[src/rtl/typed_priority_job_dispatcher_top_defines.svh]
// assertion macros for the job dispatcher
`ifndef TYPED_PRIORITY_JOB_DISPATCHER_TOP_DEFINES_SVH
`define TYPED_PRIORITY_JOB_DISPATCHER_TOP_DEFINES_SVH
`ifndef SYNTHESIS
`define TPJD_ASSERT_IMPL(label, clk, rst_n, ante, cons) \
    label: assert property (@(posedge clk) disable iff (!rst_n) (ante) |-> (cons)) \
        else $error("assertion failed");
`define TPJD_ASSERT_NEXT(label, clk, rst_n, ante, cons) \
    label: assert property (@(posedge clk) disable iff (!rst_n) (ante) |=> (cons)) \
        else $error("assertion failed");
`else
`define TPJD_ASSERT_IMPL(label, clk, rst_n, ante, cons)
`define TPJD_ASSERT_NEXT(label, clk, rst_n, ante, cons)
`endif
`endif

[src/rtl/tpjd_pkg.sv]
// shared types and codes of the job dispatcher
package tpjd_pkg;
    localparam logic [1:0] KIND_SUBMIT  = 2'd0;
    localparam logic [1:0] KIND_TICK    = 2'd1;
    localparam logic [1:0] KIND_RELEASE = 2'd2;

    localparam logic [1:0] PRIO_LOW    = 2'd0;
    localparam logic [1:0] PRIO_NORMAL = 2'd1;
    localparam logic [1:0] PRIO_HIGH   = 2'd2;

    localparam logic [2:0] ST_DISPATCHED = 3'd0;
    localparam logic [2:0] ST_QUEUED     = 3'd1;
    localparam logic [2:0] ST_DROPPED    = 3'd2;
    localparam logic [2:0] ST_TICK_DONE  = 3'd3;
    localparam logic [2:0] ST_RELEASED   = 3'd4;
    localparam logic [2:0] ST_IGNORED    = 3'd5;

    localparam logic [1:0] Q_LOW    = 2'd0;
    localparam logic [1:0] Q_NORMAL = 2'd1;
    localparam logic [1:0] Q_HIGH   = 2'd2;

    localparam logic CFG_WORKER_COUNT = 1'b0;
    localparam logic CFG_TYPE_MASKS   = 1'b1;

    typedef enum logic [2:0] {
        S_IDLE,
        S_SUBMIT,
        S_RD,
        S_WAIT,
        S_HEAD,
        S_DONE
    } t_state;

    // controller to datapath
    typedef struct packed {
        logic       load;      // capture input word
        logic       match_in;  // run worker match on input type
        logic       push;      // push input word to selected queue
        logic       rd;        // start read of queue head
        logic       pop;       // dispatch head
        logic       grant_in;  // dispatch input word directly
        logic       release_w; // free worker
        logic [1:0] qsel;      // queue in use
        logic       emit;      // present a result
        logic [2:0] status;
        logic       use_worker;
        logic       use_tag;
        logic       use_head;
        logic       last;
    } t_ctrl;

    // datapath to controller
    typedef struct packed {
        logic [1:0] kind;
        logic [1:0] prio;
        logic       found;     // a matching idle worker exists
        logic       q_empty;
        logic       q_full;
        logic       rel_ok;
    } t_stat;
endpackage

[src/rtl/tpjd_ctrl.sv]
// controller state machine of the job dispatcher
module tpjd_ctrl (
    input  logic             i_clk,
    input  logic             i_rst_n,
    input  logic             i_start,
    input  logic [1:0]       i_kind,
    input  tpjd_pkg::t_stat  i_stat,
    output tpjd_pkg::t_ctrl  o_ctrl,
    output logic             o_busy
);
    tpjd_pkg::t_state r_state, n_state;
    logic [1:0] r_q, n_q;

    // state register
    always_ff @(posedge i_clk) begin
        if (!i_rst_n) begin
            r_state <= tpjd_pkg::S_IDLE;
            r_q     <= tpjd_pkg::Q_HIGH;
        end else begin
            r_state <= n_state;
            r_q     <= n_q;
        end
    end

    assign o_busy = (r_state != tpjd_pkg::S_IDLE);

    // next state and commands
    always_comb begin
        n_state = r_state;
        n_q     = r_q;
        o_ctrl  = '0;
        o_ctrl.qsel = r_q;
        unique case (r_state)
            tpjd_pkg::S_IDLE: begin
                if (i_start) begin
                    o_ctrl.load = 1'b1;
                    if (i_kind == tpjd_pkg::KIND_SUBMIT) begin
                        n_state = tpjd_pkg::S_SUBMIT;
                    end else if (i_kind == tpjd_pkg::KIND_TICK) begin
                        n_q = tpjd_pkg::Q_HIGH;
                        n_state = tpjd_pkg::S_RD;
                    end else if (i_kind == tpjd_pkg::KIND_RELEASE) begin
                        n_state = tpjd_pkg::S_DONE;
                    end
                end
            end
            tpjd_pkg::S_SUBMIT: begin
                o_ctrl.match_in = 1'b1;
                o_ctrl.emit = 1'b1;
                o_ctrl.last = 1'b1;
                o_ctrl.use_tag = 1'b1;
                o_ctrl.qsel = (i_stat.prio == tpjd_pkg::PRIO_HIGH) ? tpjd_pkg::Q_HIGH :
                              (i_stat.prio == tpjd_pkg::PRIO_LOW) ? tpjd_pkg::Q_LOW :
                              tpjd_pkg::Q_NORMAL;
                n_state = tpjd_pkg::S_IDLE;
                if (i_stat.prio == tpjd_pkg::PRIO_HIGH && i_stat.found) begin
                    o_ctrl.grant_in = 1'b1;
                    o_ctrl.use_worker = 1'b1;
                    o_ctrl.status = tpjd_pkg::ST_DISPATCHED;
                end else if (i_stat.q_full) begin
                    o_ctrl.status = tpjd_pkg::ST_DROPPED;
                end else begin
                    o_ctrl.push = 1'b1;
                    o_ctrl.status = tpjd_pkg::ST_QUEUED;
                end
            end
            tpjd_pkg::S_RD: begin
                if (i_stat.q_empty) begin
                    if (r_q == tpjd_pkg::Q_LOW) begin
                        n_state = tpjd_pkg::S_DONE;
                    end else begin
                        n_q = r_q - 2'd1;
                    end
                end else begin
                    o_ctrl.rd = 1'b1;
                    n_state = tpjd_pkg::S_WAIT;
                end
            end
            tpjd_pkg::S_WAIT: begin
                n_state = tpjd_pkg::S_HEAD;
            end
            tpjd_pkg::S_HEAD: begin
                n_state = tpjd_pkg::S_RD;
                if (i_stat.found) begin
                    o_ctrl.pop = 1'b1;
                    o_ctrl.emit = 1'b1;
                    o_ctrl.use_worker = 1'b1;
                    o_ctrl.use_head = 1'b1;
                    o_ctrl.use_tag = 1'b1;
                    o_ctrl.status = tpjd_pkg::ST_DISPATCHED;
                end else if (r_q == tpjd_pkg::Q_LOW) begin
                    n_state = tpjd_pkg::S_DONE;
                end else begin
                    n_q = r_q - 2'd1;
                end
            end
            tpjd_pkg::S_DONE: begin
                o_ctrl.emit = 1'b1;
                o_ctrl.last = 1'b1;
                n_state = tpjd_pkg::S_IDLE;
                if (i_stat.kind == tpjd_pkg::KIND_RELEASE) begin
                    o_ctrl.use_worker = 1'b1;
                    if (i_stat.rel_ok) begin
                        o_ctrl.release_w = 1'b1;
                        o_ctrl.status = tpjd_pkg::ST_RELEASED;
                    end else begin
                        o_ctrl.status = tpjd_pkg::ST_IGNORED;
                    end
                end else begin
                    o_ctrl.status = tpjd_pkg::ST_TICK_DONE;
                end
            end
            default: n_state = tpjd_pkg::S_IDLE;
        endcase
    end
endmodule

[config.mk]
export PLATFORM = sky130hd
export DESIGN_NAME = tpjd_ctrl
export DESIGN_NICKNAME = d
export VERILOG_FILES = /design/src/rtl/typed_priority_job_dispatcher_top_defines.svh /design/src/rtl/tpjd_pkg.sv /design/src/rtl/tpjd_ctrl.sv
export SDC_FILE = /design/constraint.sdc
export NUM_CORES = 1
export LEC_CHECK = 0
export ABC_AREA = 1
export BUFFER_PORTS_ARGS = -buffer_cell sky130_fd_sc_hd__clkbuf_2
export CORE_MARGIN = 2
export CORE_UTILIZATION = 44
export CTS_CLUSTER_DIAMETER = 120
export DETAILED_ROUTE_END_ITERATION = 6
export GPL_ROUTABILITY_DRIVEN = 0
export PLACE_DENSITY = 0.74
export SETUP_SLACK_MARGIN = 0.3
export SLEW_MARGIN = 15
export SYNTH_ARGS = -nofsm -noshare
export SYNTH_HDL_FRONTEND = slang
export SYNTH_SLANG_ARGS = --single-unit
[constraint.sdc]
create_clock -name i_clk -period 1.4 [get_ports i_clk]
set_input_delay 0.14 -clock i_clk [delete_from_list [all_inputs] [get_ports i_clk]]
set_output_delay 0.14 -clock i_clk [all_outputs]
set_load 0.02 [all_outputs]
==> results of run 1 <==
per-stage QoR:
| step | util | area, sq um | hold WS, ns | cells |
|---|---|---|---|---|
| after global placement | 0.676 | 891 | 0.377 | 144 |
| after floorplan | - | 722 | 0.224 | 99 |
| after detailed placement | 0.676 | 891 | 0.378 | 144 |
kinds of logic after synthesis:
group,Yosys count
buffers and inverters,20
adders and majority gates,2
AOI/OAI and AO/OA,10
and+or+nand+nor,62
DFF,5
cells in the mapped netlist (all sizes together):
| master | n | area [sq um] |
|---|---|---|
| nand4 | 3 | 18.8 |
| nand2 | 27 | 121 |
| o211ai | 1 | 12.5 |
| a21oi | 2 | 13.8 |
| o21ai | 6 | 30.0 |
| buf | 2 | 12.5 |
| or3 | 1 | 6.26 |
| clkinv | 1 | 5.00 |
| nor2 | 17 | 101 |
| inv | 17 | 63.8 |
| dfxtp | 5 | 100 |
| a31o | 1 | 8.76 |
| nand3 | 14 | 108 |
| ha | 2 | 25.0 |
==> results.md, run 1 <==
* Mean area per synthesized cell at approximately 6.3 sq um
* Number of port buffers at 30
* TritonCTS buffer count at 3
* Site row count at 13
* Max Root-Sink Buffers at 2
* Die height at around 42 microns
* Clk sink count at 5
* I/O Pins at 31
* Main combinational cell family by area after synthesis: simple AND/OR/NAND/NOR gates
* Post-Synth XOR/XNOR Area at 0
* H-tree levels at 1
* DIE WIDTH at 41.7 microns
* Simple-Gate Fraction of Synth Area at 0.567
* Mapped Area at ~630 sq um
* Starting Density at 0.476
* Stopped at: 4_1_cts
* Ys Warns at 0
* Post-synthesis net count at 114
* Post-synth cell types at 24
* DP Worst Slack at ~0.035 ns
* Hold buffer count at CTS at 0
* Log Error: [ERROR DPL-0033] detailed placement checks failed during check placement.
* Status: stopped before the end
* # Post-CTS Setup Buffers at 22
* Sequential area share after synthesis at 0.160
* CTS root buf: clkbuf_4
* Post-synthesis cell count at 99
* DPL Wire Length at approximately 1300 microns
* Post-synthesis mux area share at 0
* Synth Area in Adders at 0.0399
* Synth Area in Compound Gates at 0.104
* Synth Register Bits at 5
* Cts repair resizes at 53
==> inputs of run 2 (changes only) <==
--- a/config.mk
+++ b/config.mk
@@ -7,13 +7,11 @@
 export LEC_CHECK = 0
 export ABC_AREA = 1
 export BUFFER_PORTS_ARGS = -buffer_cell sky130_fd_sc_hd__clkbuf_2
-export CORE_MARGIN = 2
-export CORE_UTILIZATION = 44
-export CTS_CLUSTER_DIAMETER = 120
+export CORE_AREA = 2 2 63 65
 export DETAILED_ROUTE_END_ITERATION = 6
+export DIE_AREA = 0 0 65 67
 export GPL_ROUTABILITY_DRIVEN = 0
-export PLACE_DENSITY = 0.74
-export SETUP_SLACK_MARGIN = 0.3
+export PLACE_DENSITY_LB_ADDON = 0.15
 export SLEW_MARGIN = 15
 export SYNTH_ARGS = -nofsm -noshare
 export SYNTH_HDL_FRONTEND = slang
==> run 2 against run 1 <==
Effect of this change:
- the flow now finishes, with violations (negative setup slack)
- synthesized area stayed put
- synthesized cell count stayed put
==> results.md, run 2 <==
* Layout area overhead at 86.0%
* Die Area at 4360 sq um
* I/O Pins at 31 (unchanged)
* Leading post-synthesis cells by cell area: dfxtp_1, nand2_1, nand3_2
* Vias at about 770
* CTS root buf: clkbuf_8
* Post-synth EDFFs at 0 (unchanged)
* Final nets at 163
* First-pass GRT wire length at between 3000 and 4000 microns
* GRT Overall Usage at 0.0912
* Final Cycle Share at 1.06
* Initial antenna violation count at 0
* Remaining Overflow, GRT at 0
* Clk sink count at 5 (unchanged)
* TritonCTS buffer count at 3 (unchanged)
* Diode count at 0
* VDD IR max at between 0.5 and 0.6 mV
* H-tree levels at 1 (unchanged)
* Share of the synthesized area in the top cell type at 0.160 (unchanged)
* Worst Max-Slew Pin Slew at 0.276 ns
* Clock Skew at roughly 0.0014 ns
* Placed insts at 181 (+26%)
* Met2 global-route usage at 0.170
* GR Layer Usage met3 at 0.0118
* Hold path start: i_rst_n
* Synth Area in Compound Gates at 0.104 (unchanged)
* 1st-pass router iterations at 4
* Mean area per synthesized cell at 6.33 sq um (unchanged)
* Max-cap viol count at 0
* CP Capture Type: output pin
* Reg clk slew, reported paths at around 0.030 ns
* R2R Path Start: r_state[0]
* Final core occ at 0.323
* Max reg flops at 3
* Starting Density at 0.174 (-0.302)
* Commonest cells in the netlist: nand2_1, inv_1, nor2_1
* Power per cell area at about 2500 nW/um^2
* FFs w/ async S/R, synth at 0 (unchanged)
* Site row count at 22 (+9)
* Main synth FF type: dfxtp_1
* Reg2reg setup slack at 0 ns
* Drt wl/cell at 10.1 microns
* RSZ-0062 raised after global routing: true
* Routed Antenna Nets at 0
* Failing checks: negative setup slack
* Max Root-Sink Buffers at 2 (unchanged)
* Total power at just under 3 mW
* Synth Register Bits at 5 (unchanged)
* Most frequent cells in the layout: clkbuf_2, buf_4, nand2_1, inv_1, nand2_2
* CP startpoint: r_state[2]
* Number of port buffers at 30 (unchanged)
* Final worst slack at -0.0887 ns
* Finished Layout Cells at slightly below 200
* Arrival @ worst endpoint at 1.35 ns
* Top flop regs: r_state x3, r_q x2
* Post-synthesis net count at 114 (unchanged)
* Post-synth cell types at 24 (unchanged)
* Min-delay worst type: in2reg
* Met1 Use GR at 0.109
* Main combinational cell family by area after synthesis: simple AND/OR/NAND/NOR gates
* DPL Wire Length at 1600 microns (+18%)
* Slew Limit Fails at 0
* Critical path's top delay family: simple AND/OR/NAND/NOR gates
* Largest net degree at the start of global routing at 8
* Worst-Skew Late Latency at between 0.2 and 0.25 ns
* TritonCTS clock tree: done
* Crit path buf inv count at 2
* Crit path max fanout at 4
* Post-Synth XOR/XNOR Area at 0 (unchanged)
* Sequential area share after synthesis at 0.160 (unchanged)
* Fin crit period at 1.49 ns
* Global routing's busiest layer: met2
* Max stage delay on crit path at 0.36 ns
* Count leader, synth: nand2_1
* # DRC at 0
* Type of the worst setup path: reg2out
* DR iter-0 viols at 4
* Vias/cell at between 3 and 4
* Post-synthesis cell count at 99 (unchanged)
* Core area at approximately 3600 sq um
* # setup viols final at 6
* Final Hold Fails at 0
* Worst Hold Slack at between 0.15 and 0.2 ns
* Status: finished with violations
* Crit-path cells: buf_4, nand2_1, nor2_2, or3_4, buf_8
* Number of global-route vias before repair at roughly 730
* Slew HR at 0.816
* Worst EP required at approximately 1.3 ns
* Share of cells above drive strength 1 at 0.639
* Die height at 67 microns (+60%)
* Leakage at slightly above 0.6 nW
* Synth Area in Adders at 0.0399 (unchanged)
* Ys Warns at 0 (unchanged)
* F_max at about 670 MHz
* Dominant cell type by area after synthesis: dfxtp_1
* Post-synthesis mux area share at 0 (unchanged)
* Crit-path slowest cell: dfxtp_4
* CP startpoint kind: flip-flop
* Commonest non-fill, non-tap cell in the layout: clkbuf_2
* Largest Register: r_state
* DIE WIDTH at 65 microns (+56%)
* Final WL at between 1500 and 2000 microns
* Mapped Area at 627 sq um (unchanged)
* Simple-Gate Fraction of Synth Area at 0.567 (unchanged)
==> run 2: layout make-up <==
| type | instances | area [sq um] |
|---|---|---|
| Fill cell | 399 | 2440 |
| Tap cell | 48 | 60.1 |
| Inverter | 18 | 77.6 |
| Multi-Input combinational cell | 74 | 526 |
| Sequential cell | 5 | 113 |
| Clock buffer | 4 | 45.0 |
| Timing Repair Buffer | 46 | 345 |
==> run 2: what timing repair did <==
action	4_1_cts	5_1_grt
hold buffers	0	0
setup endpoints to repair	10	13
pin swaps	4	9
gates resized for setup	15	34
setup buffers	5	5
==> run 2: worst paths after layout <==
path / end / depth (start not counted)
setup reg to reg: r_state[1] / 10
hold reg to reg: r_q[1] / 2
hold / removal: r_q[1] / 2
setup / recovery: o_ctrl[3] / 5
==> run 2: where the power goes <==
group          internal (mW)  switching (mW)  total, mW  leakage, nW
sequential             0.228          0.0815      0.310       0.0436
combinational           1.03            1.28       2.31        0.537
clock                  0.195          0.0636      0.258       0.0228
total                   1.45            1.43       2.88        0.603
==> run 2: routing by layer <==
layer,vias to the layer above,wire (microns)
met2,22,995
met4,0,0
li1,412,-
met5,-,0
met3,0,94
met1,334,875
==> run 2: metrics by stage <==
stage          setup TNS (ns)  instance area, sq um  worst slack [ns]
6_report               -0.211                  1170           -0.0887
5_1_grt                 -1.04                  1170            -0.137
4_1_cts                -0.267                  1040           -0.0861
3_5_place_dp                0                   898            0.0442
3_3_place_gp                0                   898            0.0782
2_1_floorplan               0                   656           0.00662
==> run 2: cell families (layout without fill, tap and decap cells) <==
logic type / after synthesis / in the layout
DFF: 5 / 5
adders and majority gates: 2 / 2
AOI/OAI and AO/OA: 10 / 10
buffers and inverters: 20 / 68
and+or+nand+nor: 62 / 62
Note: power is estimated with default switching activity, not from simulation.
==> inputs of run 3 (changes only) <==
==> constraint.sdc (replaced) <==
create_clock -name i_clk -period 1.6 [get_ports i_clk]
set_input_delay 0.16 -clock i_clk [delete_from_list [all_inputs] [get_ports i_clk]]
set_output_delay 0.16 -clock i_clk [all_outputs]
set_load 0.02 [all_outputs]
==> run 3 against run 2 <==
Effect of this change:
- the run now ends clean
- utilization is 7.6 points lower
- cell area is 23% lower
- clock skew hardly changed
- worst setup slack better by 0.17 ns
- first-iteration DRC count grew to 5.5 times the previous value
- worst hold slack worse by 0.0033 ns
- sequential power is 13% lower
- register-to-register slack better by 0.31 ns
- non-clock buffer count is 14 lower
- largest cell class unchanged
==> results.md, run 3 (synthesis results as in run 2) <==
* Top flop regs: r_state x3, r_q x2
* Die Area at 4360 sq um (unchanged)
* DP Worst Slack at 0.148 ns (+0.104 ns)
* Status: finished, final reports clean
* Leakage at 0.500 nW (-17%)
* Remaining Overflow, GRT at 0 (unchanged)
* CP Capture Type: output pin
* VDD IR max at 0.617 mV (+14%)
* # setup viols final at 0 (-6)
* Number of port buffers at 30 (unchanged)
* Combinational share of power at 0.737 (-0.066)
* Total power at 1.89 mW (-34%)
* H-tree levels at 1 (unchanged)
* TritonCTS buffer count at 3 (unchanged)
* Type of the worst setup path: reg2out
* I/O Pins at 31 (unchanged)
* Arrival @ worst endpoint at 1.36 ns (about the same)
* Reg clk slew, reported paths at 0.03 ns (about the same)
* Site row count at 22 (unchanged)
* F_max at ~660 MHz
* Layout area overhead at 42.5%
* TritonCTS clock tree: done
* # DRC at 0 (unchanged)
* Psw at 1.05 mW (-26%)
* Commonest non-fill, non-tap cell in the layout: clkbuf_2
* Worst EP required at 1.44 ns (+0.18 ns)
* Initial antenna violation count at 0 (unchanged)
* Share of cells above drive strength 1 at 0.489 (-0.151)
* Starting Density at 0.174 (unchanged)
* RSZ-0062 raised after global routing: true
* Fill count at 409 (+2.5%)
* Core area at 3610 sq um (unchanged)
* Worst-Skew Late Latency at 0.22 ns (about the same)
* DR iter-0 viols at 22 (+18)
* Wire length on met3 at 112 microns (+19%)
* Met2 WL at 751 microns (-25%)
* Fin crit period at between 1.5 and 2 ns
* GRT Overall Usage at 0.0829 (-0.00822)
* Critical path's top delay family: simple AND/OR/NAND/NOR gates
* Part of the power in the clock network at 0.120 (+0.030)
* DPL Wire Length at 1490 microns (-6.4%)
* Max-cap viol count at 0 (unchanged)
* Clk sink count at 5 (unchanged)
* Worst Max-Slew Pin Slew at 0.246 ns (-0.0296 ns)
* Max reg flops at 3 (unchanged)
* Largest net degree at the start of global routing at 9 (+1)
* DIE WIDTH at 65 microns (unchanged)
* Final Cycle Share at 0.952
* Worst Hold Slack at 0.172 ns (-0.00329 ns)
* Max Root-Sink Buffers at 2 (unchanged)
* Largest Register: r_state
* Max stage delay on crit path at 0.35 ns (about the same)
* Number of global-route vias before repair at 670 (-8.1%)
* Crit path buf inv count at 3 (+1)
* P_int at 0.842 mW (-42%)
* 1st-pass router iterations at 4 (unchanged)
* Die height at 67 microns (unchanged)
* Clock Skew at 0.00114 ns (-0.000280 ns)
* Routed Antenna Nets at 0 (unchanged)
* Sw Share at 0.556 (+0.0598)
* # Post-CTS Setup Buffers at 0 (-5)
* Most frequent cells in the layout: clkbuf_2, nand2_1, inv_1, nor2_1, nand3_1
* Met1 WL at 818 microns (-6.5%)
* Crit-path slowest cell: or3_1
* Slew Limit Fails at 0 (unchanged)
* Drt wl/cell at 9.33 microns (-7.4%)
* Placed insts at 177 (-2.2%)
* Final worst slack at 0.0764 ns (+0.165 ns)
* Final WL at 1690 microns (-14%)
* Vias at 709 (-7.7%)
* Final nets at 149 (-8.6%)
* Crit-path cells: buf_4, nand3_4, inv_2, or3_1, clkbuf_2
* Hold buffer count at CTS at 0 (unchanged)
* Vias/cell at 3.92 (-0.54%)
* Crit path max fanout at 6 (+2)
* Final Hold Fails at 0 (unchanged)
* Power per cell area at 2120 nW/um^2 (-14%)
* CP startpoint kind: flip-flop
* Slew HR at 0.835 (+0.0199)
* CTS root buf: clkbuf_8
* Final setup TNS at 0 ns (+0.211 ns)
* First-pass GRT wire length at 2830 microns (-9.3%)
* Top Layer Used: met4
* Sequential share of power at 0.143 (+0.036)
* Finished Layout Cells at 181 (-7.2%)
* Min-delay worst type: in2reg
* Diode count at 0 (unchanged)
[run 3: cell type report]
class / instances / area [sq um] / area share
flip-flops and latches: 5 / 109 / 0.122
repair buffers: 32 / 165 / 0.185
clock buffers: 4 / 45.0 / 0.0504
well taps: 48 / 60.1 / 0.0672
multi-input cells: 74 / 445 / 0.499
inverters: 18 / 68.8 / 0.0770
[run 3: path summary, 6_finish.rpt]
path | from | to | slack (ns) | cells past startpoint
setup / recovery | r_state[2] | o_ctrl[3] | 0.08 | 5
hold / removal | i_rst_n | r_q[1] | 0.17 | 2
setup reg to reg | r_q[0] | r_state[2] | 0.31 | 8
hold reg to reg | r_q[1] | r_q[1] | 0.45 | 2
[run 3: what timing repair did]
item                       4_1_cts  5_1_grt
setup endpoints to repair        2        2
cloned                           0        0
resized for setup                2        4
hold endpoints to repair         0        0
[run 3: layer usage]
metal | global-route usage | vias up
met4 | 0.0399 | 0
met5 | 0 | -
met3 | 0.0135 | 2
li1 | - | 389
met1 | 0.102 | 293
met2 | 0.140 | 25
[run 3: power groups by stage]
stage / registers [mW] / clock network, mW / logic (mW)
after floorplan: 0.228 / 0 / 1.08
after global placement: 0.255 / 0 / 1.44
after detailed placement: 0.257 / 0 / 1.41
after CTS: 0.261 / 0.236 / 1.42
after global routing: 0.285 / 0.246 / 1.56
final: 0.271 / 0.228 / 1.40
[run 3: worst reg2reg max path, stage by stage (launching register included)]
cell,delay (ns)
dfxtp_1,0.36
inv_1,0.09
ha_1,0.23
nor2_1,0.11
nand3_1,0.09
nand3_2,0.13
inv_2,0.05
nand2_1,0.07
nor2_1,0.05
[run 3: stage by stage]
step                 util  cell area [sq um]
detailed placement  0.233                840
finish              0.248                893
CTS                 0.246                887
floorplan               -                627
global route        0.248                893
global placement    0.233                840
